[src/hw/rtl/scaled_bitmap_pixel_render_assert.svh]
// Assertion macros used by the top level of the pixel renderer.
`ifndef SCALED_BITMAP_PIXEL_RENDER_ASSERT_SVH
`define SCALED_BITMAP_PIXEL_RENDER_ASSERT_SVH

// Same-cycle implication, checked on every rising edge outside reset.
`define SBPR_ASSERT_IMPL(label, clk, rst_n, ante, cons) \
    label: assert property (@(posedge clk) disable iff (!rst_n) (ante) |-> (cons)) \
        else $error("scaled_bitmap_pixel_render: assertion failed");

// Next-cycle implication, checked on every rising edge outside reset.
`define SBPR_ASSERT_NEXT(label, clk, rst_n, ante, cons) \
    label: assert property (@(posedge clk) disable iff (!rst_n) (ante) |=> (cons)) \
        else $error("scaled_bitmap_pixel_render: assertion failed");

`endif

[src/hw/rtl/sbpr_ram.sv]
`default_nettype none

module sbpr_ram #(
    parameter int WIDTH = 8,
    parameter int DEPTH = 256
) (
    input  wire logic                     i_clk,
    input  wire logic                     i_we,
    input  wire logic [$clog2(DEPTH)-1:0] i_waddr,
    input  wire logic [WIDTH-1:0]         i_wdata,
    input  wire logic                     i_re,
    input  wire logic [$clog2(DEPTH)-1:0] i_raddr,
    output logic      [WIDTH-1:0]         o_rdata
);

    logic [WIDTH-1:0] r_mem [DEPTH];
    logic [WIDTH-1:0] r_rdata;

    always_ff @(posedge i_clk) begin
        if (i_we) begin
            r_mem[i_waddr] <= i_wdata;
        end
        if (i_re) begin
            r_rdata <= r_mem[i_raddr];
        end
    end

    assign o_rdata = r_rdata;

endmodule

`default_nettype wire

[config.mk]
export PLATFORM = sky130hd
export DESIGN_NAME = sbpr_ram
export DESIGN_NICKNAME = d
export VERILOG_FILES = /design/src/hw/rtl/scaled_bitmap_pixel_render_assert.svh /design/src/hw/rtl/sbpr_ram.sv
export SDC_FILE = /design/constraint.sdc
export NUM_CORES = 2
export LEC_CHECK = 0
export BUFFER_PORTS_ARGS = -buffer_cell sky130_fd_sc_hd__clkbuf_2
export CAP_MARGIN = 20
export CORE_ASPECT_RATIO = 1.1
export CORE_MARGIN = 2
export CORE_UTILIZATION = 54
export CTS_BUF_LIST = sky130_fd_sc_hd__clkbuf_16
export DETAILED_ROUTE_END_ITERATION = 16
export PLACE_DENSITY = 0.8
export SLEW_MARGIN = 20
export SYNTH_ARGS = -nofsm -noshare
export SYNTH_HDL_FRONTEND = slang
export SYNTH_SLANG_ARGS = --single-unit
[constraint.sdc]
create_clock -name i_clk -period 2.8 [get_ports i_clk]
set_input_delay 0.28 -clock i_clk [delete_from_list [all_inputs] [get_ports i_clk]]
set_output_delay 0.28 -clock i_clk [all_outputs]
set_load 0.005 [all_outputs]
==> reports/metrics.cfg <==
[drt]
drtAntennaViolNets=0
vias=43000
dr.first_iter.drc_count=6930
drc=0
viasPerCell=6.75
wl_um=209000
drt_first_pass_iters=6
routedWlPerCell_um=32.8

[clocking]
max-clock-path-buffers=3
cts_sinks=2056
cts_tree=yes
clk_pin_slew_ns=0.06
cts_root_buffer=clkbuf_16
cts_made_buffers=184
htreeDepth=4
clk_latency_ns=0.83

[timing]
fin_crit_ns=2.72
rsz0062_at_grt=no
relSlewSlack=0.383
setup_tns_ns=0
finalHoldViolations=0
finalSetupViolCount=0
period_share=0.970
hold-worst-slack_ns=0.0432
setup_ws_ns=0.0841
final_max_slew_viol_count=0
tightest_slew_ns=0.918
skew_ns=0.0436
max_freq_ghz=0.368

[power_and_ir_drop]
finalPower_mw=61.9
leakage_nw=29.6
power_density_nw_per_um2=673
peakVddDrop_uv=683

[grt]
grt_pass1_vias=43000
grt_pass1_wl_um=301000
grtUsageTotal=0.279
grt_max_degree=109
antenna_found_initial=5
grt-ovfl-total=0

[worst_hold_path]
hp-class=in -> reg

[setup_path]
path_class=reg -> reg
critPathArrivalTime_ns=3.26
crit_path_end_kind=flop
worstPathRequired_ns=3.35
r2r_slack_ns=0.08
crit_path_start_kind=flop
crit_path_max_fanout=1

[logic_synthesis]
yosys.area.top_type=edfxtp_1
synth_top_cell_area_share=0.775
postSynthAreaPerCell_um2=21.3
synthesis.area_um2=79600
synth_nets=3760
synth-async-reset-ratio=0
yosys_warnings=0
synth_area_leaders=edfxtp_1, mux4_2, mux2i_1, nor2_1, a22oi_1
synth_edf_count=2056
yosys.cell_types.count=54
synthFlopType=edfxtp_1
synthCells=3733
seq_area_frac_synth=0.775
ys_ff_latch=2056

[floorplanning]
die_w_um=370
die-area_um2=151000
initial_core_util=0.545
ios=35
fp.dieH_um=407
fp-row-count=147
placeableCoreArea_um2=146000

[placement]
dpl.hpwl_um=129000
preCtsSetupSlack_ns=-0.582
io_buffers=34
place.gp.congestion=0.912
place_area_um2=86100

[layout]
regArea_um2=61700
multi_input_area_um2=16500
final_nets=4321
areaGrowthSynthToFinish_pct=15.5
layout-drive-gt1-share=0.302
fin_area_um2=92000
fillers=9024

[run_status]
outcome=finished clean

[flow_run]
drv_cap=0

==> state kept, by name, indices dropped and copies added, names as in the netlist <==
name / cells
r_mem: 2048
o_rdata: 8
==> worst paths after layout <==
check,start,to,cells after the start
setup / recovery,r_mem[83][0],o_rdata[0],5
hold / removal,i_wdata[3],r_mem[192][3],1
hold reg to reg,r_mem[56][3],o_rdata[3],5
setup reg to reg,r_mem[83][0],o_rdata[0],5
==> report_power, final <==
part	internal, mW	switching (mW)	leakage, nW
sequential	33.9	0.0439	18.5
clock	13.4	11.1	2.94
combinational	1.33	2.14	8.21
total	48.6	13.3	29.6
==> placed cells by master, fill, tap and decap left out, types with 5 or more instances in the layout <==
cell type,netlist,layout
a211oi_1,16,16
a21oi_1,96,96
a221oi_1,13,13
a22o_1,8,8
a22oi_1,133,133
and2_1,6,5
buf_12,8,73
buf_4,27,497
bufinv_16,0,13
clkbuf_16,0,187
clkbuf_2,0,22
clkbuf_8,0,8
clkinv_1,1,45
clkinv_2,0,37
clkinvlp_4,0,8
dlygate4sd3_1,0,5
edfxtp_1,2056,2056
inv_1,1,26
inv_6,0,6
mux2i_1,134,134
mux4_2,454,454
nand2_1,33,33
nand2b_1,8,8
nand3_1,34,34
nand4_1,10,10
nor2_1,282,279
nor2b_1,31,28
nor3_1,22,22
nor4_1,24,22
o211ai_1,10,10
o21ai_0,10,10
o221ai_1,46,46
o22a_1,5,5
o22ai_1,28,28
==> through the flow <==
| stage | utilization | std cells |
|---|---|---|
| after floorplan | - | 3733 |
| after global routing | 0.629 | 6374 |
| after global placement | 0.589 | 6040 |
| final | 0.629 | 6375 |
| after CTS | 0.629 | 6374 |
| after detailed placement | 0.589 | 6040 |
==> layout make-up <==
| type | count | area share |
|---|---|---|
| timing repair buffer | 608 | 0.0598 |
| clock inverter | 142 | 0.0121 |
| inverter | 2 | 0.0000816 |
| antenna | 1 | 0.0000272 |
| tap | 1937 | 0.0264 |
| multi-input combinational | 1442 | 0.179 |
| clock buffer | 187 | 0.0509 |
| sequential | 2056 | 0.671 |
==> repair_timing <==
action / 4_1_cts / 5_1_grt
hold buffers: 5 / 0
buffers inserted: 0 / 0
endpoints found under the hold margin: 165 / 0
gates resized for setup: 0 / 1
endpoints found under the setup margin: 0 / 1
==> cell families (layout without fill, tap and decap cells) <==
family / after synthesis / count (layout) / share of synthesized area
AND/OR/NAND/NOR: 466 / 466 / 0.0263
AO/OA/AOI/OAI: 385 / 385 / 0.0342
buffers and inverters: 235 / 939 / 0.0183
other: 0 / 1 / 0
multiplexers: 591 / 591 / 0.146
flip-flops: 2056 / 2056 / 0.775
==> layer usage <==
metal	up-vias	wire length, um	GRT usage
li1	16800	-	-
met1	22000	69600	0.357
met2	3587	101000	0.448
met3	659	25700	0.0675
met4	10	13200	0.149
met5	-	61	0
==> worst max-delay path, stage by stage, from the launching register on <==
cell	delay (ns)
edfxtp_1	0.36
mux4_2	0.50
mux4_2	0.48
nor2b_1	0.18
nor4_2	0.80
nor4_2	0.11
==> synth_stat cells, types with 2 or more instances <==
master,number
a31oi_1,2
o22ai_1,28
buf_8,13
nor3_1,22
mux4_2,454
a211oi_1,16
nand3_1,34
o21ai_0,10
o221ai_1,46
nand4_1,10
nand3b_1,2
nor2b_1,31
o32ai_1,4
buf_1,22
buf_2,31
mux2i_1,134
nand2b_1,8
edfxtp_1,2056
a2111oi_1,2
buf_12,8
buf_6,21
clkbuf_1,111
buf_4,27
o22a_1,5
o21ai_1,2
a311oi_1,2
and2_1,6
nor4_2,3
a21oi_1,96
a221oi_1,13
a22oi_1,133
and3b_1,2
or2_2,4
nand2_1,33
o211ai_1,10
a22o_1,8
a2111oi_0,2
nor4_1,24
mux4_1,2
nor2_1,282
No activity file was read; power rests on OpenSTA's default activity.
