`src/hw/rtl/scaled_bitmap_pixel_render_assert.svh`:
```
// Assertion macros used by the top level of the pixel renderer.
`ifndef SCALED_BITMAP_PIXEL_RENDER_ASSERT_SVH
`define SCALED_BITMAP_PIXEL_RENDER_ASSERT_SVH

// Same-cycle implication, checked on every rising edge outside reset.
`define SBPR_ASSERT_IMPL(label, clk, rst_n, ante, cons) \
    label: assert property (@(posedge clk) disable iff (!rst_n) (ante) |-> (cons)) \
        else $error("scaled_bitmap_pixel_render: assertion failed");

// Next-cycle implication, checked on every rising edge outside reset.
`define SBPR_ASSERT_NEXT(label, clk, rst_n, ante, cons) \
    label: assert property (@(posedge clk) disable iff (!rst_n) (ante) |=> (cons)) \
        else $error("scaled_bitmap_pixel_render: assertion failed");

`endif

```
`src/hw/rtl/sbpr_pkg.sv`:
```
`default_nettype none

package sbpr_pkg;

    localparam int BITMAP_WIDTH  = 128;
    localparam int BITMAP_HEIGHT = 64;
    localparam int IMAGE_COUNT   = 16;
    localparam int SCREEN_WIDTH  = 240;
    localparam int SCREEN_HEIGHT = 240;

    localparam int ROW_BYTES  = (BITMAP_WIDTH + 7) / 8;
    localparam int STORE_SIZE = IMAGE_COUNT * BITMAP_HEIGHT * ROW_BYTES;
    localparam int ADDR_W     = $clog2(STORE_SIZE);

    // Quotient widths of the two coordinate divisions.
    localparam int BX_W = $clog2(BITMAP_WIDTH);
    localparam int BY_W = (BITMAP_HEIGHT > 1) ? $clog2(BITMAP_HEIGHT) : 1;

    localparam int DIV_STEPS       = (BX_W > BY_W) ? BX_W : BY_W;
    localparam int STEPS_PER_STAGE = 2;
    localparam int DIV_STAGES      = (DIV_STEPS + STEPS_PER_STAGE - 1) / STEPS_PER_STAGE;

    localparam int FACE_W  = 8;
    localparam int SCR_MAX = (SCREEN_WIDTH > SCREEN_HEIGHT) ? SCREEN_WIDTH : SCREEN_HEIGHT;
    localparam int COORD_W = $clog2(SCR_MAX + 1) + 2;

    localparam int CFG_IDX_W  = 3;
    localparam int CFG_DATA_W = 24;

    typedef enum logic [CFG_IDX_W-1:0] {
        CFG_FACE_WIDTH   = 3'd0,
        CFG_FACE_HEIGHT  = 3'd1,
        CFG_BASE_COLOR   = 3'd2,
        CFG_SHIFT_X      = 3'd3,
        CFG_SHIFT_Y      = 3'd4,
        CFG_BRIGHTNESS   = 3'd5,
        CFG_INVERT       = 3'd6,
        CFG_IMAGE_SELECT = 3'd7
    } t_cfg_idx;

    typedef enum logic {
        MODE_LOAD  = 1'b0,
        MODE_FETCH = 1'b1
    } t_mode;

    typedef struct packed {
        logic [7:0]        face_width;
        logic [7:0]        face_height;
        logic [23:0]       base_color;
        logic signed [7:0] shift_x;
        logic signed [7:0] shift_y;
        logic [7:0]        brightness;
        logic              invert;
        logic [3:0]        image_select;
    } t_cfg;

    typedef struct packed {
        logic       mode;
        logic [3:0] image_slot;
        logic [5:0] bitmap_row;
        logic [3:0] bitmap_byte_col;
        logic [7:0] bitmap_data;
        logic [7:0] screen_x;
        logic [7:0] screen_y;
    } t_item;

    // Per-item control carried down the pipeline.
    typedef struct packed {
        logic              fetch;
        logic              act;
        logic [ADDR_W-1:0] addr;
        logic [7:0]        data;
    } t_tag;

    typedef struct packed {
        logic        lit;
        logic [15:0] pixel_565;
        logic [23:0] pixel_8888;
    } t_pix;

endpackage

`default_nettype wire

```
`src/hw/rtl/sbpr_color.sv`:
```
`default_nettype none

// Face colour scaled by brightness / 255, recomputed continuously from the
// registers over three stages.
module sbpr_color
    import sbpr_pkg::*;
(
    input  wire logic  i_clk,
    input  wire t_cfg  i_cfg,
    output logic [15:0] o_rgb565,
    output logic [23:0] o_rgb888
);

    logic [15:0] r_prod [3];
    logic [15:0] r_prod_d [3];
    logic [7:0]  r_est [3];
    logic [7:0]  r_chan [3];
    logic [7:0]  n_chan [3];
    logic [7:0]  n_est [3];
    logic [7:0]  chan_in [3];

    assign chan_in[0] = i_cfg.base_color[23:16];
    assign chan_in[1] = i_cfg.base_color[15:8];
    assign chan_in[2] = i_cfg.base_color[7:0];

    // Estimate (p + p/256) / 256 is at most one below p / 255; one
    // compare on the remainder fixes it.
    always_comb begin
        logic [16:0] sum;
        logic [15:0] rem;
        for (int c = 0; c < 3; c++) begin
            sum       = 17'(r_prod[c]) + 17'(r_prod[c] >> 8);
            n_est[c]  = sum[15:8];
            rem       = r_prod_d[c] - ((16'(r_est[c]) << 8) - 16'(r_est[c]));
            n_chan[c] = (rem >= 16'd255) ? r_est[c] + 8'd1 : r_est[c];
        end
    end

    always_ff @(posedge i_clk) begin
        for (int c = 0; c < 3; c++) begin
            r_prod[c]   <= 16'(chan_in[c]) * 16'(i_cfg.brightness);
            r_prod_d[c] <= r_prod[c];
            r_est[c]    <= n_est[c];
            r_chan[c]   <= n_chan[c];
        end
    end

    assign o_rgb565 = {r_chan[0][7:3], r_chan[1][7:2], r_chan[2][7:3]};
    assign o_rgb888 = {r_chan[0], r_chan[1], r_chan[2]};

endmodule

`default_nettype wire

```
`config.mk`:
```
export PLATFORM = sky130hd
export DESIGN_NAME = sbpr_color
export DESIGN_NICKNAME = d
export VERILOG_FILES = /design/src/hw/rtl/scaled_bitmap_pixel_render_assert.svh /design/src/hw/rtl/sbpr_pkg.sv /design/src/hw/rtl/sbpr_color.sv
export SDC_FILE = /design/constraint.sdc
export NUM_CORES = 1
export LEC_CHECK = 0
export ABC_AREA = 1
export BUFFER_PORTS_ARGS = -buffer_cell sky130_fd_sc_hd__buf_2
export CORE_MARGIN = 1.5
export CORE_UTILIZATION = 40
export DETAILED_ROUTE_END_ITERATION = 10
export PLACE_DENSITY_LB_ADDON = 0.1
export SETUP_SLACK_MARGIN = 0.3
export SKIP_LAST_GASP = 1
export SYNTH_ARGS = -nofsm -noshare
export SYNTH_HDL_FRONTEND = slang
export SYNTH_SLANG_ARGS = --single-unit
```
`constraint.sdc`:
```
create_clock -name i_clk -period 5 [get_ports i_clk]
set_clock_uncertainty 0.15 [all_clocks]
set_input_delay 0.75 -clock i_clk [delete_from_list [all_inputs] [get_ports i_clk]]
set_output_delay 0.75 -clock i_clk [all_outputs]
set_load 0.02 [all_outputs]
```
==> impl_results.md <==
- Core Area: 0.0368 mm2
- #FFs+latches synth: between 100 and 150
- Wire per inst: ~12 um
- Unrepaired setup endpoints after global routing: false
- Top cell type by total area after synthesis: dfxtp_1
- Fillcell total: between 3000 and 4000
- Aggregate global routing overflow: 0
- Total number of vias: 11900
- Layout overhead on the synthesized area: 9.01%
- Cells after DPL: between 2000 and 3000
- Maximum level of the CTS H-tree: 4
- Antenna violations before repair: 4
- Largest net degree at the start of global routing: 25
- All-Layer GR Usage: 0.174
- CTS sink cnt: 144
- IO Pins: 110
- Final hold viol count: 0
- DIE HEIGHT: a little under 200 um
- Measured slew at the worst slew-check pin: just over 0.5 ns
- Reg2reg start: r_est[0][11]
- Die Wd: roughly 200 um
- Reg2Reg Setup Slack: between 2 and 2.5 ns
- Commonest non-fill, non-tap cell in the layout: nand2_1
- Synth Net Count: approximately 2500
- Share of layout cells above drive strength 1: 0.0730
- Hold-fix buffers, CTS: 0
- Starting density of the core: 0.409
- I/O Buffers: a little over 70
- Row cnt: 70
- Sequential share of the synthesized area: 0.192
- Syn Inst Count: 2112
- Hold path start: r_prod[0][17]
- Fin crit share: 0.885
- Pins Over Slew Limit: 0
- Worst Slack Setup Final: 0.577 ns
- Clk slew on worst S/H paths: 0.08 ns
- Synthesized area: roughly 0.015 mm2
- Worst hold path cell count: 0
- Req. time, crit path: between 5 and 6 ns
- Synth async-reset ratio: 0
- DP Worst Slack: approximately 0.14 ns
- CP Data Arrival Time: roughly 4.6 ns
- Via/cell ratio: 4.51
- CTS Buf Count: 17
- Slew headroom: 0.665
- Adder-Cell Fraction of Synth Area: 0.326
- Number of max-cap violations: 0
- Most frequent cells in the layout: nand2_1, inv_1, ha_1, dfxtp_1, fa_1
- Global-route wire length before repair: about 55000 um
- Multiplexer area fraction after synthesis: 0
- Worst Hold Endpoint: r_prod_d[0][17]
- Drt first-iter violations: between 400 and 500
- Post-synthesis compound-gate area fraction: 0.0345
- Synth top area share: 0.192
- Root Driver: clkbuf_16
- Vias in the first global route: about 12000
- WS Path Type: in -> reg
- Residual DRC: 0
- GPL Wtd Cong: 0.862
- Library cells used by synthesis: 38
- Crit-path max FO: 17
- Fin cells: 2647
- Post-synthesis area per instance: approximately 7.1 um2
- Reg2reg path depth: 15
- Area contributors post-synth: dfxtp_1, ha_1, nand2_1
- DR pass1 iterations: 5
- Xor/xnor cell area share of the yosys netlist: 0.0443
- Largest family of logic cells by synthesized area: adder cells
- Minimum clock period: about 4.4 ns
- Setup Fix Bufs, Post-CTS: 0
- Post-Synth Simple-Gate Area: 0.249
- Type of the most critical hold path: reg -> reg
- Worst-skew pair later-pin latency: ~0.43 ns
- Final WL: 32000 um
- # nets final: approximately 2600
- DP HPWL: 26900 um
- RR Endpoint: r_chan[0][10]
- Kind of end point of the critical path: flip-flop
- Deepest clock path buffer count: 2
- Fin Setup TNS: 0 ns
- # setup viols final: 0
- CTS tree: yes
- Main synth FF type: dfxtp_1
- Die footprint: between 0.03 and 0.04 mm2
- Outcome: finished clean
- Fmax: between 0.2 and 0.25 GHz
- Worst setup SP type: input pin
- Post-DRT Antenna Nets: 0
- Ys Warns: 0
- EDFF count, synth: 0
registers in the layout, indices dropped and copies added, names as in the netlist:
signal,flops
r_chan,24
r_est,24
r_prod,48
r_prod_d,48
cell usage after synthesis, types with 2 or more instances:
cell / n
a211oi_1: 3
a21oi_1: 61
a21oi_2: 2
a31oi_1: 5
and2_1: 6
buf_4: 16
clkbuf_1: 29
clkbuf_2: 11
dfxtp_1: 144
fa_1: 108
ha_1: 219
inv_1: 535
inv_2: 9
nand2_1: 602
nand2_2: 4
nand2_4: 4
nand3_1: 80
nand3_2: 3
nand3b_1: 8
nand4_1: 44
nor2_1: 91
nor2_2: 3
nor2_4: 3
nor2_8: 3
nor3_1: 11
nor3_2: 4
nor4_1: 2
o21ai_0: 14
o21bai_1: 4
o221ai_1: 2
xnor2_1: 17
xor2_1: 59
worst max path at each step:
| stage | start | to |
|---|---|---|
| after floorplan | i_cfg[12] | r_prod[0][28] |
| after global placement | i_cfg[8] | r_prod[0][29] |
| after detailed placement | i_cfg[8] | r_prod[0][45] |
| after CTS | i_cfg[8] | r_prod[0][45] |
| after global routing | i_cfg[9] | r_prod[0][44] |
| final | i_cfg[9] | r_prod[0][45] |
final cells by class:
| cell class | count | area, um2 | share of cell area |
|---|---|---|---|
| timing repair buffer | 90 | 495 | 0.0302 |
| sequential | 144 | 2880 | 0.176 |
| clock buffer | 20 | 457 | 0.0279 |
| tap | 468 | 586 | 0.0357 |
| multi-input combinational | 1368 | 9830 | 0.600 |
| clock inverter | 12 | 98.8 | 0.00603 |
| inverter | 544 | 2040 | 0.125 |
| antenna | 1 | 2.50 | 0.000153 |
worst max-delay path, cell delays in order:
cell	delay [ns]
buf_2	0.34
buf_4	0.21
nand2_1	0.05
inv_1	0.08
fa_1	0.40
fa_1	0.47
fa_1	0.55
inv_1	0.05
fa_1	0.54
inv_1	0.05
ha_1	0.35
a21oi_1	0.22
nand2_1	0.12
nand2_1	0.07
nand2_1	0.07
a31oi_1	0.17
xnor2_1	0.13
logic make-up (layout without fill, tap and decap cells):
| kind of cell | Yosys count | count (layout) |
|---|---|---|
| flip-flops | 144 | 144 |
| AO/OA/AOI/OAI | 94 | 94 |
| XOR/XNOR | 76 | 76 |
| AND/OR/NAND/NOR | 871 | 871 |
| adder cells (fa/ha/maj) | 327 | 327 |
| buffers and inverters | 600 | 666 |
| other | 0 | 1 |
through the flow:
stage / hold WS, ns / instance area, um2 / util
after detailed placement: 0.197 / 15800 / 0.430
after CTS: 0.199 / 16400 / 0.446
final: 0.200 / 16400 / 0.446
after global placement: 0.195 / 15800 / 0.430
after global routing: 0.208 / 16400 / 0.446
after floorplan: 0.181 / 15000 / -
timing repair:
item	CTS	global route
hold endpoints to repair	0	0
setup endpoints to repair	0	1
gates resized for setup	0	1
per-layer routing:
metal  vias up  wire (um)  track usage
li1       6417          -            -
met4         6        296       0.0345
met1      5349      16400        0.239
met5         -         34            0
met2       134      14400        0.291
met3        25        852       0.0252
Power is left out: the tool's default activity adds up to more than one toggle a clock period on the data nets, which glitch-free logic cannot reach.
