`src/hw/rtl/scaled_bitmap_pixel_render_assert.svh`:
```
// Assertion macros used by the top level of the pixel renderer.
`ifndef SCALED_BITMAP_PIXEL_RENDER_ASSERT_SVH
`define SCALED_BITMAP_PIXEL_RENDER_ASSERT_SVH

// Same-cycle implication, checked on every rising edge outside reset.
`define SBPR_ASSERT_IMPL(label, clk, rst_n, ante, cons) \
    label: assert property (@(posedge clk) disable iff (!rst_n) (ante) |-> (cons)) \
        else $error("scaled_bitmap_pixel_render: assertion failed");

// Next-cycle implication, checked on every rising edge outside reset.
`define SBPR_ASSERT_NEXT(label, clk, rst_n, ante, cons) \
    label: assert property (@(posedge clk) disable iff (!rst_n) (ante) |=> (cons)) \
        else $error("scaled_bitmap_pixel_render: assertion failed");

`endif

```
`src/hw/rtl/sbpr_pkg.sv`:
```
`default_nettype none

package sbpr_pkg;

    localparam int BITMAP_WIDTH  = 128;
    localparam int BITMAP_HEIGHT = 64;
    localparam int IMAGE_COUNT   = 16;
    localparam int SCREEN_WIDTH  = 240;
    localparam int SCREEN_HEIGHT = 240;

    localparam int ROW_BYTES  = (BITMAP_WIDTH + 7) / 8;
    localparam int STORE_SIZE = IMAGE_COUNT * BITMAP_HEIGHT * ROW_BYTES;
    localparam int ADDR_W     = $clog2(STORE_SIZE);

    // Quotient widths of the two coordinate divisions.
    localparam int BX_W = $clog2(BITMAP_WIDTH);
    localparam int BY_W = (BITMAP_HEIGHT > 1) ? $clog2(BITMAP_HEIGHT) : 1;

    localparam int DIV_STEPS       = (BX_W > BY_W) ? BX_W : BY_W;
    localparam int STEPS_PER_STAGE = 2;
    localparam int DIV_STAGES      = (DIV_STEPS + STEPS_PER_STAGE - 1) / STEPS_PER_STAGE;

    localparam int FACE_W  = 8;
    localparam int SCR_MAX = (SCREEN_WIDTH > SCREEN_HEIGHT) ? SCREEN_WIDTH : SCREEN_HEIGHT;
    localparam int COORD_W = $clog2(SCR_MAX + 1) + 2;

    localparam int CFG_IDX_W  = 3;
    localparam int CFG_DATA_W = 24;

    typedef enum logic [CFG_IDX_W-1:0] {
        CFG_FACE_WIDTH   = 3'd0,
        CFG_FACE_HEIGHT  = 3'd1,
        CFG_BASE_COLOR   = 3'd2,
        CFG_SHIFT_X      = 3'd3,
        CFG_SHIFT_Y      = 3'd4,
        CFG_BRIGHTNESS   = 3'd5,
        CFG_INVERT       = 3'd6,
        CFG_IMAGE_SELECT = 3'd7
    } t_cfg_idx;

    typedef enum logic {
        MODE_LOAD  = 1'b0,
        MODE_FETCH = 1'b1
    } t_mode;

    typedef struct packed {
        logic [7:0]        face_width;
        logic [7:0]        face_height;
        logic [23:0]       base_color;
        logic signed [7:0] shift_x;
        logic signed [7:0] shift_y;
        logic [7:0]        brightness;
        logic              invert;
        logic [3:0]        image_select;
    } t_cfg;

    typedef struct packed {
        logic       mode;
        logic [3:0] image_slot;
        logic [5:0] bitmap_row;
        logic [3:0] bitmap_byte_col;
        logic [7:0] bitmap_data;
        logic [7:0] screen_x;
        logic [7:0] screen_y;
    } t_item;

    // Per-item control carried down the pipeline.
    typedef struct packed {
        logic              fetch;
        logic              act;
        logic [ADDR_W-1:0] addr;
        logic [7:0]        data;
    } t_tag;

    typedef struct packed {
        logic        lit;
        logic [15:0] pixel_565;
        logic [23:0] pixel_8888;
    } t_pix;

endpackage

`default_nettype wire

```
`src/hw/rtl/sbpr_window.sv`:
```
`default_nettype none

module sbpr_window
    import sbpr_pkg::*;
(
    input  wire logic              i_clk,
    input  wire logic              i_rst_n,
    input  wire logic              i_en,
    input  wire t_cfg              i_cfg,
    input  wire logic              i_vld,
    input  wire t_item             i_item,
    output logic                   o_vld,
    output t_tag                   o_tag,
    output logic [FACE_W-1:0]      o_lx,
    output logic [FACE_W-1:0]      o_ly,
    output logic [FACE_W-1:0]      o_fw,
    output logic [FACE_W-1:0]      o_fh
);

    function automatic logic [FACE_W-1:0] clamp_size(input logic [FACE_W-1:0] v,
                                                     input int limit);
        if (v == '0) begin
            return FACE_W'(1);
        end
        if (32'(v) > limit) begin
            return FACE_W'(limit);
        end
        return v;
    endfunction

    // Window geometry is registered from the configuration registers; it settles in the cycle after a write.
    logic [FACE_W-1:0]         r_fw, r_fh, n_fw, n_fh;
    logic signed [COORD_W-1:0] r_x0, r_y0, n_x0, n_y0;

    logic  r_s1_vld;
    t_item r_s1_item;

    logic              r_s2_vld;
    t_tag              r_s2_tag;
    logic [FACE_W-1:0] r_s2_lx, r_s2_ly;

    logic signed [COORD_W-1:0] lx, ly;
    logic                      in_x, in_y, scr_ok, load_ok;
    t_tag                      n_tag;

    always_comb begin
        n_fw = clamp_size(i_cfg.face_width, SCREEN_WIDTH);
        n_fh = clamp_size(i_cfg.face_height, SCREEN_HEIGHT);
        n_x0 = $signed((COORD_W'(SCREEN_WIDTH) - COORD_W'(n_fw)) >> 1)
             + $signed({{(COORD_W-8){i_cfg.shift_x[7]}}, i_cfg.shift_x});
        n_y0 = $signed((COORD_W'(SCREEN_HEIGHT) - COORD_W'(n_fh)) >> 1)
             + $signed({{(COORD_W-8){i_cfg.shift_y[7]}}, i_cfg.shift_y});
    end

    always_ff @(posedge i_clk) begin
        r_fw <= n_fw;
        r_fh <= n_fh;
        r_x0 <= n_x0;
        r_y0 <= n_y0;
    end

    always_comb begin
        lx      = $signed(COORD_W'(r_s1_item.screen_x)) - r_x0;
        ly      = $signed(COORD_W'(r_s1_item.screen_y)) - r_y0;
        in_x    = !lx[COORD_W-1] && (lx < $signed(COORD_W'(r_fw)));
        in_y    = !ly[COORD_W-1] && (ly < $signed(COORD_W'(r_fh)));
        scr_ok  = (32'(r_s1_item.screen_x) < SCREEN_WIDTH)
               && (32'(r_s1_item.screen_y) < SCREEN_HEIGHT);
        load_ok = (32'(r_s1_item.image_slot) < IMAGE_COUNT)
               && (32'(r_s1_item.bitmap_row) < BITMAP_HEIGHT)
               && (32'(r_s1_item.bitmap_byte_col) < ROW_BYTES);

        n_tag.fetch = (r_s1_item.mode == MODE_FETCH);
        n_tag.act   = n_tag.fetch ? (scr_ok && in_x && in_y) : load_ok;
        n_tag.addr  = ADDR_W'((32'(r_s1_item.image_slot) * BITMAP_HEIGHT
                              + 32'(r_s1_item.bitmap_row)) * ROW_BYTES
                              + 32'(r_s1_item.bitmap_byte_col));
        n_tag.data  = r_s1_item.bitmap_data;
    end

    always_ff @(posedge i_clk) begin
        if (!i_rst_n) begin
            r_s1_vld <= 1'b0;
            r_s2_vld <= 1'b0;
        end else if (i_en) begin
            r_s1_vld <= i_vld;
            r_s2_vld <= r_s1_vld;
        end
    end

    always_ff @(posedge i_clk) begin
        if (i_en) begin
            r_s1_item <= i_item;
            r_s2_tag  <= n_tag;
            r_s2_lx   <= lx[FACE_W-1:0];
            r_s2_ly   <= ly[FACE_W-1:0];
        end
    end

    assign o_vld = r_s2_vld;
    assign o_tag = r_s2_tag;
    assign o_lx  = r_s2_lx;
    assign o_ly  = r_s2_ly;
    assign o_fw  = r_fw;
    assign o_fh  = r_fh;

endmodule

`default_nettype wire

```
`config.mk`:
```
export PLATFORM = sky130hd
export DESIGN_NAME = sbpr_window
export DESIGN_NICKNAME = d
export VERILOG_FILES = /design/src/hw/rtl/scaled_bitmap_pixel_render_assert.svh /design/src/hw/rtl/sbpr_pkg.sv /design/src/hw/rtl/sbpr_window.sv
export SDC_FILE = /design/constraint.sdc
export NUM_CORES = 1
export LEC_CHECK = 0
export BUFFER_PORTS_ARGS = -buffer_cell sky130_fd_sc_hd__buf_2
export CAP_MARGIN = 20
export CORE_AREA = 2 2 106 108
export CTS_BUF_LIST = sky130_fd_sc_hd__clkbuf_4 sky130_fd_sc_hd__clkbuf_8 sky130_fd_sc_hd__clkbuf_16
export DETAILED_ROUTE_END_ITERATION = 12
export DIE_AREA = 0 0 108 110
export PLACE_DENSITY = 0.91
export SLEW_MARGIN = 5
export SYNTH_ARGS = -nofsm -noshare
export SYNTH_HDL_FRONTEND = slang
export SYNTH_SLANG_ARGS = --single-unit
```
`constraint.sdc`:
```
create_clock -name i_clk -period 5.4 [get_ports i_clk]
set_clock_uncertainty 0.2 [all_clocks]
set_input_delay 1.62 -clock i_clk [delete_from_list [all_inputs] [get_ports i_clk]]
set_output_delay 1.62 -clock i_clk [all_outputs]
set_load 0.05 [all_outputs]
```
==> metrics.md <==
| Metric | Value |
|---|---|
| Status | finished clean |
| Total core area | 10700 um2 |
| Synth warn | 0 |
| Final Hold Vio Count | 0 |
| Vias in the first global route | 3646 |
| Remaining Overflow, GRT | 0 |
| Crit path launch | i_cfg[66] |
| Final setup fails | 0 |
| Ys async rst share | 0% |
| R2r startpoint | r_s1_item[1] |
| P per Cell Area | 475 nW/um2 |
| Slew @ Worst Pin | 1020 ps |
| Area contributors post-synth | edfxtp_1, dfxtp_1, ha_1, inv_1, xnor2_1 |
| Fin util | 63.2% |
| DRC Markers | 0 |
| Xor/xnor share of the synthesized area | 5.05% |
| Synth unique cells | 55 |
| Post-Synth Adder-Cell Area | 12.7% |
| Register area share after synthesis | 58.3% |
| Worst R2R Path Depth | 10 |
| Lkg Pwr | 3.06 nW |
| Worst Setup End Kind | flip-flop |
| Crit-path cells | buf_2 -> or4_1 -> nor3_2 -> o2bb2ai_2 -> ha_1 -> xor2_1 -> inv_1 -> fa_1 -> nor2b_1 -> o21ai_1 -> a21oi_1 -> o21ai_1 -> a21boi_1 -> o22ai_1 |
| Die X | 108 um |
| Placed Cells | 699 |
| Syn Area/Cell | 12.2 um2 |
| Slew HR | 32.2% |
| First-pass GRT wire length | 16.6 mm |
| Via count | 3666 |
| Worst path max stage delay | 540 ps |
| Max Fclk | 240 MHz |
| Non-Filler Instances | 732 |
| FF-to-FF setup slack | 1930 ps |
| CP dominant cell by count | o21ai_1 |
| Multiplexer share of the synthesized area | 0.559% |
| Hpwl dp | 8.09 mm |
| Gpl congestion | 0.839 |
| Tmin final | 4170 ps |
| Die Ht | 110 um |
| WP data required | 5580 ps |
| Crit-path slowest cell | or4_1 |
| Area of the mapped netlist | 5370 um2 |
| Largest family of logic cells by synthesized area | adder cells |
| PortBufs | 131 |
| Compound-Gate Fraction of Synth Area | 10.2% |
| WP data arrival | 4360 ps |
| Max-cap violation count | 0 |
| Total global-route track usage | 18.5% |
| Iteration-0 DRC Markers | 203 |
| DR pass1 iterations | 4 |
| Final WS setup | 1230 ps |
| RSZ-0062 raised after global routing | false |
| Reg clk slew, reported paths | 50 ps |
| Starting Density | 50.2% |
| Synth Flop Type | edfxtp_1 |
| CTS max path bufs | 2 |
| Total CTS buffers | 17 |
| I/O pins | 169 |
| Final ANT Viol Nets | 0 |
| Vias per cell | 5.01 |
| CTS tree | done |
| Largest net degree at the start of global routing | 82 |
| Fin nets | 742 |
| Cells after Synth | 439 |
| Simple-gate share of the synthesized area | 8.03% |
| Worst Hold Class | flip-flop to flip-flop |
| Post-cts sizing count | 0 |
| Clock Root Buffer | clkbuf_8 |
| Layout Area Growth over Synthesis | 25.7% |
| DIE AREA | 11900 um2 |
| VDD IR-drop max | 239 uV |
| Slew Viols, Final | 0 |
| Top cell type's share of synthesized area | 44.1% |
| Critical path class | input port to flip-flop |
| CP Capture Point | r_x0[8] |
| Clock Latency Late Sink | 510 ps |
| Post-Place Worst Slack | 714 ps |
| Hold Buf Count CTS | 0 |
| Rows | 38 |
| Worst hold path stage count | 0 |
| Synth cell count leaders | edfxtp_1, inv_1, ha_1 |
| H-tree Lvls | 4 |
| Initial antenna violation count | 1 |
| Detail-routed net length per standard cell | 14.7 um |
| Layout cells sized above 1 | 28.8% |
| EDFF count, synth | 79 |
| DRT Wirelength | 10.8 mm |
| Syn nets | 603 |
| Setup repair bufs after CTS | 0 |
| Yosys reg bits | 117 |
| CTS sink cnt | 117 |
| Most frequent cell after synthesis | edfxtp_1 |
| Dominant cell type by area after synthesis | edfxtp_1 |
| CP Launch Type | input port |
| R2r endpoint | o_tag[22] |
| Final Cycle Share | 77.3% |
| Critical Path Fanout Max | 7 |
| Setup TNS | 0 ps |
## logic make-up after synthesis
logic type,count (synthesis)
XOR/XNOR,31
buffers and inverters,71
AO/OA/AOI/OAI,78
adder cells (fa/ha/maj),52
AND/OR/NAND/NOR,87
multiplexers,3
flip-flops,117
## through the flow
step	area (um2)	hold slack (ps)	power [mW]
after floorplan	5370	200	1.87
after global placement	6150	201	2.06
after detailed placement	6150	207	2.10
after CTS	6750	220	3.23
after global routing	6760	223	3.37
final	6760	216	3.21
## registers in the layout (all words and copies together), names as in the netlist
name       count
o_tag         24
o_fh           8
r_x0          10
r_s1_item     30
o_vld          1
n_tag          9
o_ly           8
o_lx           8
o_fw           8
r_s1_vld       1
r_y0          10
## critical path: cells and delay by family
kind / cells / cell delay [ps]
compound gates: 6 / 790
buf+inv: 2 / 220
simple gates: 3 / 810
xor+xnor: 1 / 210
fa+ha+maj: 2 / 690
## where the power goes
part           switching (mW)  internal (mW)  total, mW
logic                   0.613          0.333      0.946
registers              0.0436           1.11       1.16
clock network           0.349          0.761       1.11
total                    1.01           2.21       3.21
## layout by cell type, fill, tap and decap left out, types with 9 or more instances in the layout
cell / count
ha_1: 48
xnor2_1: 19
dfxtp_1: 38
buf_2: 130
nand2_1: 21
clkbuf_16: 16
xor2_1: 12
o21ai_1: 12
o21a_1: 9
nor2_1: 23
inv_1: 59
edfxtp_1: 79
a21oi_1: 14
## layout make-up
type / count / area, um2
clock inverters: 11 / 158
repair buffers: 131 / 658
multi-input cells: 251 / 1960
inverters: 60 / 225
fillers: 791 / 3940
flip-flops and latches: 117 / 3130
diodes: 1 / 2.50
well taps: 140 / 175
clock buffers: 21 / 444
## worst min path at each step
stage	end	startpoint	slack, ps
after floorplan	o_tag[0]	n_tag[0]	200
after global placement	o_tag[14]	r_s1_item[30]	200
after detailed placement	o_tag[4]	n_tag[4]	210
after CTS	o_tag[3]	n_tag[3]	220
after global routing	o_tag[3]	n_tag[3]	220
final	o_tag[8]	r_s1_item[24]	220
## layer usage
metal,global-route usage [%],up-vias,share of wire (%)
li1,-,1832,-
met5,0,-,0
met1,21.5,1715,42
met4,11.1,0,3.0
met3,4.35,21,4.3
met2,31.4,98,51
(Power assumes the default switching activity.)
