[src/hw/rtl/scaled_bitmap_pixel_render_assert.svh]
// Assertion macros used by the top level of the pixel renderer.
`ifndef SCALED_BITMAP_PIXEL_RENDER_ASSERT_SVH
`define SCALED_BITMAP_PIXEL_RENDER_ASSERT_SVH

// Same-cycle implication, checked on every rising edge outside reset.
`define SBPR_ASSERT_IMPL(label, clk, rst_n, ante, cons) \
    label: assert property (@(posedge clk) disable iff (!rst_n) (ante) |-> (cons)) \
        else $error("scaled_bitmap_pixel_render: assertion failed");

// Next-cycle implication, checked on every rising edge outside reset.
`define SBPR_ASSERT_NEXT(label, clk, rst_n, ante, cons) \
    label: assert property (@(posedge clk) disable iff (!rst_n) (ante) |=> (cons)) \
        else $error("scaled_bitmap_pixel_render: assertion failed");

`endif

[src/hw/rtl/sbpr_pkg.sv]
`default_nettype none

package sbpr_pkg;

    localparam int BITMAP_WIDTH  = 128;
    localparam int BITMAP_HEIGHT = 64;
    localparam int IMAGE_COUNT   = 16;
    localparam int SCREEN_WIDTH  = 240;
    localparam int SCREEN_HEIGHT = 240;

    localparam int ROW_BYTES  = (BITMAP_WIDTH + 7) / 8;
    localparam int STORE_SIZE = IMAGE_COUNT * BITMAP_HEIGHT * ROW_BYTES;
    localparam int ADDR_W     = $clog2(STORE_SIZE);

    // Quotient widths of the two coordinate divisions.
    localparam int BX_W = $clog2(BITMAP_WIDTH);
    localparam int BY_W = (BITMAP_HEIGHT > 1) ? $clog2(BITMAP_HEIGHT) : 1;

    localparam int DIV_STEPS       = (BX_W > BY_W) ? BX_W : BY_W;
    localparam int STEPS_PER_STAGE = 2;
    localparam int DIV_STAGES      = (DIV_STEPS + STEPS_PER_STAGE - 1) / STEPS_PER_STAGE;

    localparam int FACE_W  = 8;
    localparam int SCR_MAX = (SCREEN_WIDTH > SCREEN_HEIGHT) ? SCREEN_WIDTH : SCREEN_HEIGHT;
    localparam int COORD_W = $clog2(SCR_MAX + 1) + 2;

    localparam int CFG_IDX_W  = 3;
    localparam int CFG_DATA_W = 24;

    typedef enum logic [CFG_IDX_W-1:0] {
        CFG_FACE_WIDTH   = 3'd0,
        CFG_FACE_HEIGHT  = 3'd1,
        CFG_BASE_COLOR   = 3'd2,
        CFG_SHIFT_X      = 3'd3,
        CFG_SHIFT_Y      = 3'd4,
        CFG_BRIGHTNESS   = 3'd5,
        CFG_INVERT       = 3'd6,
        CFG_IMAGE_SELECT = 3'd7
    } t_cfg_idx;

    typedef enum logic {
        MODE_LOAD  = 1'b0,
        MODE_FETCH = 1'b1
    } t_mode;

    typedef struct packed {
        logic [7:0]        face_width;
        logic [7:0]        face_height;
        logic [23:0]       base_color;
        logic signed [7:0] shift_x;
        logic signed [7:0] shift_y;
        logic [7:0]        brightness;
        logic              invert;
        logic [3:0]        image_select;
    } t_cfg;

    typedef struct packed {
        logic       mode;
        logic [3:0] image_slot;
        logic [5:0] bitmap_row;
        logic [3:0] bitmap_byte_col;
        logic [7:0] bitmap_data;
        logic [7:0] screen_x;
        logic [7:0] screen_y;
    } t_item;

    // Per-item control carried down the pipeline.
    typedef struct packed {
        logic              fetch;
        logic              act;
        logic [ADDR_W-1:0] addr;
        logic [7:0]        data;
    } t_tag;

    typedef struct packed {
        logic        lit;
        logic [15:0] pixel_565;
        logic [23:0] pixel_8888;
    } t_pix;

endpackage

`default_nettype wire

[src/hw/rtl/sbpr_scaler.sv]
`default_nettype none

// Pipelined restoring division of both local coordinates:
// bx = lx * BITMAP_WIDTH / fw and by = ly * BITMAP_HEIGHT / fh.
module sbpr_scaler
    import sbpr_pkg::*;
(
    input  wire logic              i_clk,
    input  wire logic              i_rst_n,
    input  wire logic              i_en,
    input  wire logic              i_vld,
    input  wire t_tag              i_tag,
    input  wire logic [FACE_W-1:0] i_lx,
    input  wire logic [FACE_W-1:0] i_ly,
    input  wire logic [FACE_W-1:0] i_fw,
    input  wire logic [FACE_W-1:0] i_fh,
    output logic                   o_vld,
    output t_tag                   o_tag,
    output logic [BX_W-1:0]        o_bx,
    output logic [BY_W-1:0]        o_by
);

    logic              r_vld [DIV_STAGES];
    t_tag              r_tag [DIV_STAGES];
    logic [FACE_W:0]   r_ax  [DIV_STAGES];
    logic [FACE_W:0]   r_ay  [DIV_STAGES];
    logic [BX_W-1:0]   r_qx  [DIV_STAGES];
    logic [BY_W-1:0]   r_qy  [DIV_STAGES];

    // The quotient fits its width because lx < fw, so the upper part of the
    // numerator starts below the divisor.
    logic [FACE_W+BX_W-1:0] num_x;
    logic [FACE_W+BY_W-1:0] num_y;

    assign num_x = (FACE_W+BX_W)'(i_lx) * (FACE_W+BX_W)'(BITMAP_WIDTH);
    assign num_y = (FACE_W+BY_W)'(i_ly) * (FACE_W+BY_W)'(BITMAP_HEIGHT);

    for (genvar s = 0; s < DIV_STAGES; s++) begin : g_stage
        logic            src_vld;
        t_tag            src_tag;
        logic [FACE_W:0] src_ax, src_ay, n_ax, n_ay;
        logic [BX_W-1:0] src_qx, n_qx;
        logic [BY_W-1:0] src_qy, n_qy;

        if (s == 0) begin : g_head
            assign src_vld = i_vld;
            assign src_tag = i_tag;
            assign src_ax  = (FACE_W+1)'(num_x >> BX_W);
            assign src_ay  = (FACE_W+1)'(num_y >> BY_W);
            assign src_qx  = num_x[BX_W-1:0];
            assign src_qy  = num_y[BY_W-1:0];
        end else begin : g_body
            assign src_vld = r_vld[s-1];
            assign src_tag = r_tag[s-1];
            assign src_ax  = r_ax[s-1];
            assign src_ay  = r_ay[s-1];
            assign src_qx  = r_qx[s-1];
            assign src_qy  = r_qy[s-1];
        end

        always_comb begin
            logic bit_x;
            logic bit_y;
            n_ax = src_ax;
            n_ay = src_ay;
            n_qx = src_qx;
            n_qy = src_qy;
            for (int j = 0; j < STEPS_PER_STAGE; j++) begin
                if (s * STEPS_PER_STAGE + j < BX_W) begin
                    n_ax  = {n_ax[FACE_W-1:0], n_qx[BX_W-1]};
                    bit_x = (n_ax >= {1'b0, i_fw});
                    if (bit_x) begin
                        n_ax = n_ax - {1'b0, i_fw};
                    end
                    n_qx = (n_qx << 1) | BX_W'(bit_x);
                end
                if (s * STEPS_PER_STAGE + j < BY_W) begin
                    n_ay  = {n_ay[FACE_W-1:0], n_qy[BY_W-1]};
                    bit_y = (n_ay >= {1'b0, i_fh});
                    if (bit_y) begin
                        n_ay = n_ay - {1'b0, i_fh};
                    end
                    n_qy = (n_qy << 1) | BY_W'(bit_y);
                end
            end
        end

        always_ff @(posedge i_clk) begin
            if (!i_rst_n) begin
                r_vld[s] <= 1'b0;
            end else if (i_en) begin
                r_vld[s] <= src_vld;
            end
        end

        always_ff @(posedge i_clk) begin
            if (i_en) begin
                r_tag[s] <= src_tag;
                r_ax[s]  <= n_ax;
                r_ay[s]  <= n_ay;
                r_qx[s]  <= n_qx;
                r_qy[s]  <= n_qy;
            end
        end
    end

    assign o_vld = r_vld[DIV_STAGES-1];
    assign o_tag = r_tag[DIV_STAGES-1];
    assign o_bx  = r_qx[DIV_STAGES-1];
    assign o_by  = r_qy[DIV_STAGES-1];

endmodule

`default_nettype wire

[config.mk]
export PLATFORM = sky130hd
export DESIGN_NAME = sbpr_scaler
export DESIGN_NICKNAME = d
export VERILOG_FILES = /design/src/hw/rtl/scaled_bitmap_pixel_render_assert.svh /design/src/hw/rtl/sbpr_pkg.sv /design/src/hw/rtl/sbpr_scaler.sv
export SDC_FILE = /design/constraint.sdc
export NUM_CORES = 1
export LEC_CHECK = 0
export BUFFER_PORTS_ARGS = -buffer_cell sky130_fd_sc_hd__buf_2
export CORE_AREA = 5 5 154 156
export DETAILED_ROUTE_END_ITERATION = 16
export DIE_AREA = 0 0 159 161
export PLACE_DENSITY = 0.68
export SYNTH_ARGS = -nofsm -noshare
export SYNTH_HDL_FRONTEND = slang
export SYNTH_SLANG_ARGS = --single-unit
export TNS_END_PERCENT = 20
[constraint.sdc]
create_clock -name i_clk -period 4.3 [get_ports i_clk]
set_input_delay 0.43 -clock i_clk [delete_from_list [all_inputs] [get_ports i_clk]]
set_output_delay 0.43 -clock i_clk [all_outputs]
set_load 0.01 [all_outputs]
==> results.py, run 1 <==
metrics = {
    "critical_path": {
        "r2r_cells": 15,
        "cp.required_ps": 4480,
        "cp_data_arrival_time_ps": 4270,
        "worst-setup-path-type": "register to register",
        "start_kind": "register",
        "reg2reg_to": "r_ax[1][3]",
        "cp_max_fo": 8,
        "rrSetupSlack_ps": 210,
        "r2r-start": "r_ax[0][1]",
        "end_kind": "register",
    },
    "drt": {
        "wl_per_cell_um": 16.5,
        "ant_nets": 0,
        "vias": 6731,
        "routed_wl_mm": 20.5,
        "dr.first_iter.drc_count": 339,
        "route.detailed.drc": 0,
        "first_pass_iters": 4,
        "vias_per_cell": 5.42,
    },
    "timing": {
        "report.final.slew_viol_count": 0,
        "final.setup.tns_ps": 0,
        "worst_slew_pin_slew_ps": 778,
        "final_hold_viol_count": 0,
        "fin_crit_ps": 4090,
        "period_share_pct": 95.2,
        "fmax_ghz": 0.244,
        "setup_ws_ps": 207,
        "slew_headroom_pct": 48.0,
        "clock_skew_ps": 16.5,
        "rsz0062_at_grt": "false",
        "setup_viol_count_final": 0,
        "whs_ps": 160,
    },
    "worst_hold_path": {
        "min-delay-path-class": "input pin to register",
        "hold_depth": 1,
        "hp-start": "i_tag[22]",
        "hold-path-endpoint": "r_tag[0][22]",
    },
    "clock_network": {
        "htreeDepth": 4,
        "path_clk_slew_ps": 90,
        "insertion_delay_ps": 440,
        "ctsHoldBuffers": 0,
        "clockBufferDepth": 2,
        "numCtsBuffers": 17,
        "post_cts_resized": 0,
        "cts_tree": "yes",
        "cts_root_buf": "clkbuf_16",
        "post_cts_buffers": 0,
        "clkSinkCount": 177,
    },
    "yosys": {
        "syn_area_mm2": 0.00999,
        "synthArstFlopShare_pct": 0,
        "syn_inst": 781,
        "netlist.area_leader.share_pct": 52.9,
        "yosysUniqueCellTypes": 64,
        "synth-edff-count": 176,
        "synth-main-ff-cell": "edfxtp_1",
        "synth_largest_area_cell": "edfxtp_1",
        "yosysSeqAreaShare_pct": 53.1,
        "synth-warning-count": 0,
        "synth_area_leaders": "edfxtp_1 (53%), ha_1 (12%), mux2_2 (5.9%)",
        "syn-mean-instance-area_um2": 12.8,
        "synth-seq-cells": 177,
        "syn_nets": 944,
    },
    "run_status": {
        "status": "completed",
    },
    "layout": {
        "fin_area_mm2": 0.0119,
        "final_cell_mix": "edfxtp_1 (176), ha_1 (97), buf_2 (96)",
        "diodes": 0,
        "mostFrequentLayoutCell": "edfxtp_1",
        "area_growth_pct": 18.8,
        "postLayoutCoreUtil_pct": 53.4,
        "layoutNonFillerInstCount": 1243,
        "drive_gt1_share_pct": 26.9,
        "final_nets": 1108,
    },
    "grt": {
        "grt_max_degree": 82,
        "grtUsageTotal_pct": 15.9,
        "grt_pass1_wl_mm": 33.1,
        "antenna_found_initial": 0,
        "grt_pass1_vias": 6579,
        "grt_overflow": 0,
    },
    "floorplanning": {
        "core_mm2": 0.0222,
        "ios": 98,
        "fp.dieW_um": 159,
        "std_cell_rows": 55,
        "dieArea_mm2": 0.0256,
        "start_util_pct": 44.9,
        "fp.dieH_um": 161,
    },
    "power": {
        "peakVddDrop_mv": 0.301,
        "power_per_cell_area_mw_per_mm2": 649,
        "p_total_mw": 7.70,
        "p_leak_nw": 4.82,
    },
    "place": {
        "port_buffers": 97,
        "place_inst": 1211,
        "gp_congestion": 0.903,
        "dp_slack_ps": -60.6,
        "place_area_mm2": 0.0112,
        "dp.final_hpwl_mm": 15.1,
    },
    "job": {
        "drv_cap": 0,
    },
}
## area by class of cell
type                       count  area, um^2
fill                        1908       10400
inverter                      32         120
timing repair buffer         151         897
tap                          285         357
multi-input combinational    566        4540
clock inverter                15         221
sequential                   177        5310
clock buffer                  17         425
## cells in the mapped netlist, types with 3 or more instances
cell      count
a211oi_1      5
a211o_1       4
o21ai_0      42
o31a_1        5
nor3_1       15
and4_1        4
nand2b_1      6
clkbuf_1      3
and2_1        5
xnor2_1      39
or3_1         5
inv_1        30
a31oi_1       7
a21boi_0      3
ha_1         97
nand4_1       5
fa_1          6
nand3b_1      3
and3_1        3
or2_2         5
a21oi_1      55
nand2_1      32
o21a_1       16
nor2b_1      13
edfxtp_1    176
a41oi_1       3
xor2_1       12
nor2_1       51
mux2i_1       4
mux2_2       52
o211ai_1      3
a221oi_1      3
o21bai_1      6
a21o_1       16
nor4_1        5
nand3_1       7
## kinds of logic after synthesis
group / after synthesis / synth area share (%)
multiplexers: 57 / 6.41
AO/OA/AOI/OAI: 189 / 12.7
adder cells (fa/ha/maj): 103 / 13.4
AND/OR/NAND/NOR: 166 / 8.43
flip-flops: 177 / 53.1
XOR/XNOR: 51 / 4.47
buffers and inverters: 38 / 1.55
## per-layer routing
| metal | GRT usage [%] | routed length [um] | vias up | share of wire, % |
|---|---|---|---|---|
| met3 | 3.47 | 978 | 24 | 4.8 |
| met1 | 21.9 | 9720 | 3214 | 47 |
| met4 | 4.34 | 315 | 0 | 1.5 |
| met5 | 0 | 0 | - | 0 |
| li1 | - | - | 3329 | - |
| met2 | 25.7 | 9450 | 164 | 46 |
## flip-flops by register name (all words and copies together), names as in the netlist
| register | cells |
|---|---|
| r_qx | 19 |
| r_vld | 4 |
| r_ax | 24 |
| r_tag | 96 |
| r_qy | 18 |
| r_ay | 16 |
## worst max-delay path by stage
| stage | start | to |
|---|---|---|
| finish | r_ax[0][1] | r_ax[1][3] |
| CTS | r_ax[0][1] | r_ax[1][3] |
| global placement | i_fw[6] | r_ax[1][2] |
| floorplan | i_fh[1] | r_ay[0][1] |
| global route | r_ax[0][1] | r_ax[1][3] |
| detailed placement | i_fw[3] | r_ax[1][2] |
## worst max-delay path, stage by stage (launching register included)
cell,delay (ps)
edfxtp_1,410
ha_1,360
a21oi_1,230
a21oi_1,120
nor3_2,220
o21ai_0,140
a211o_2,450
mux2_2,310
ha_1,350
o21a_1,140
o31a_1,140
o21ai_0,110
a21oi_2,200
nand2_1,110
nand2_2,180
mux2_2,350
## power breakdown
group,switching (mW),leakage [nW],internal [mW]
registers,0.124,1.73,2.39
logic,1.76,2.78,1.79
clock network,0.817,0.307,0.814
Power figures use the tool's default switching activity.
==> run 2: changes to the inputs <==
--- a/config.mk
+++ b/config.mk
@@ -9,7 +9,7 @@
 export CORE_AREA = 5 5 154 156
 export DETAILED_ROUTE_END_ITERATION = 16
 export DIE_AREA = 0 0 159 161
-export PLACE_DENSITY = 0.68
+export PLACE_DENSITY = 0.75
 export SYNTH_ARGS = -nofsm -noshare
 export SYNTH_HDL_FRONTEND = slang
 export SYNTH_SLANG_ARGS = --single-unit
==> results.py, run 2 (synthesis results as in run 1) <==
metrics = {
    "run_status": {
        "status": "completed",
    },
    "layout": {
        "layoutNonFillerInstCount": 1238,
        "final_cell_mix": "edfxtp_1 (176), ha_1 (97), buf_2 (96)",
        "multiInputGateArea_mm2": 0.00454,
        "top_register": "r_tag",
        "area_growth_pct": 18.5,
        "seq_area_mm2": 0.00531,
        "fillers": 1877,
        "final_nets": 1103,
        "diodes": 0,
        "mostFrequentLayoutCell": "edfxtp_1",
        "largest_reg_flops": 96,
        "largest_registers": "r_tag x96, r_ax x24, r_qx x19",
        "drive_gt1_share_pct": 26.4,
    },
    "grt": {
        "grt_pass1_vias": 6801,
        "grt_overflow": 0,
        "grtUsageTotal_pct": 16.1,
        "antenna_found_initial": 0,
        "grt_pass1_wl_mm": 33.7,
        "grt_max_degree": 101,
    },
    "timing": {
        "fmax_ghz": 0.248,
        "setup_ws_ps": 263,
        "setup_viol_count_final": 0,
        "final.setup.tns_ps": 0,
        "final_hold_viol_count": 0,
        "slew_headroom_pct": 36.3,
        "period_share_pct": 93.9,
        "rsz0062_at_grt": "false",
        "report.final.slew_viol_count": 0,
        "worst_slew_pin_slew_ps": 956,
        "whs_ps": 168,
        "fin_crit_ps": 4040,
        "clock_skew_ps": 16.1,
    },
    "job": {
        "drv_cap": 0,
    },
    "drt": {
        "dr.first_iter.drc_count": 367,
        "routed_wl_mm": 20.7,
        "first_pass_iters": 5,
        "vias_per_cell": 5.39,
        "wl_per_cell_um": 16.8,
        "vias": 6672,
        "route.detailed.drc": 0,
        "ant_nets": 0,
    },
    "power": {
        "p_leak_nw": 4.80,
        "power_per_cell_area_mw_per_mm2": 651,
        "peakVddDrop_mv": 0.268,
        "power_frac_clock_pct": 21.0,
        "switching_power_mw": 2.70,
        "switching_share_pct": 35.1,
        "seqPwrFrac_pct": 32.6,
        "power.internal_mw": 5.00,
        "comb_power_share_pct": 46.3,
    },
    "worst_hold_path": {
        "min-delay-path-class": "input pin to register",
    },
    "place": {
        "gp_congestion": 0.913,
        "dp.final_hpwl_mm": 15.4,
        "dp_slack_ps": 15.2,
        "place_inst": 1206,
        "port_buffers": 97,
    },
    "critical_path": {
        "cp_data_arrival_time_ps": 4210,
        "start_kind": "register",
        "worst-setup-path-type": "register to register",
        "cp.required_ps": 4470,
        "end_kind": "register",
        "cp_max_fo": 8,
    },
    "floorplanning": {
        "ios": 98,
        "start_util_pct": 44.9,
        "fp.dieH_um": 161,
        "std_cell_rows": 55,
        "fp.dieW_um": 159,
        "dieArea_mm2": 0.0256,
        "core_mm2": 0.0222,
    },
    "clock_network": {
        "clkSinkCount": 177,
        "insertion_delay_ps": 430,
        "htreeDepth": 4,
        "path_clk_slew_ps": 80,
        "cts_tree": "yes",
        "post_cts_buffers": 0,
        "cts_root_buf": "clkbuf_16",
        "clockBufferDepth": 2,
        "numCtsBuffers": 17,
    },
}
run 2: changes by cell type in the layout (fill, tap and decap cells not counted):
cell and change:
a2111oi_0 +1, buf_12 +1, a211o_1 +1, inv_8 +4
o21ai_2 -1, o21ai_4 +1, inv_16 +1, clkinv_4 -1
clkinv_8 -4, a2111oi_1 -1, a211o_2 -1, buf_4 -6
run 2: final cells by class:
type	instances	area share [%]
Inverter	32	1.02
Multi-Input combinational cell	566	38.4
Tap cell	285	3.01
Timing Repair Buffer	146	7.37
Clock buffer	17	3.60
Clock inverter	15	1.80
Sequential cell	177	44.8
run 2: what timing repair did:
item                       4_1_cts  5_1_grt
setup endpoints to repair        0        9
resized for setup                0        3
hold buffers                     0        0
run 2: power groups by stage:
stage	Clock, mW	Sequential (mW)	Combinational, mW
after floorplan	0	2.52	2.63
after global placement	0	2.55	3.43
after detailed placement	0	2.56	3.50
after CTS	1.67	2.52	3.55
after global routing	1.74	2.55	3.97
final	1.62	2.52	3.57
run 2: layer usage:
layer	up-vias	routed length, um	GRT usage, %
met1	3189	9370	20.9
met3	22	854	3.19
met4	0	271	4.54
met2	144	10200	27.7
met5	-	0	0
li1	3317	-	-
run 2: worst max-delay path, stage by stage, from the launching register on:
cell and delay (ps):
edfxtp_1 420, ha_1 360, a21oi_1 240, a21oi_1 110
nor3_2 180, o21ai_0 120, a211o_1 430, mux2i_1 310
inv_1 80, ha_1 310, and4_1 230, a41o_1 240
a21oi_1 170, buf_4 170, nand2_2 110, mux2_2 300
run 2: worst paths after layout:
| kind | from | to | slack [ps] | cells after the start |
|---|---|---|---|---|
| setup / recovery | r_ax[0][1] | r_ax[1][6] | 260 | 15 |
| hold / removal | i_tag[4] | r_tag[0][4] | 170 | 1 |
| setup reg to reg | r_ax[0][1] | r_ax[1][6] | 260 | 15 |
| hold reg to reg | r_qy[2][1] | r_qy[3][1] | 420 | 0 |
run 2: stage by stage:
step	area, um^2	total power, mW	utilization (%)
after floorplan	9990	5.16	-
final	11800	7.71	53.2
after global placement	11200	5.98	50.3
after detailed placement	11200	6.06	50.3
after CTS	11800	7.74	53.2
after global routing	11800	8.27	53.2
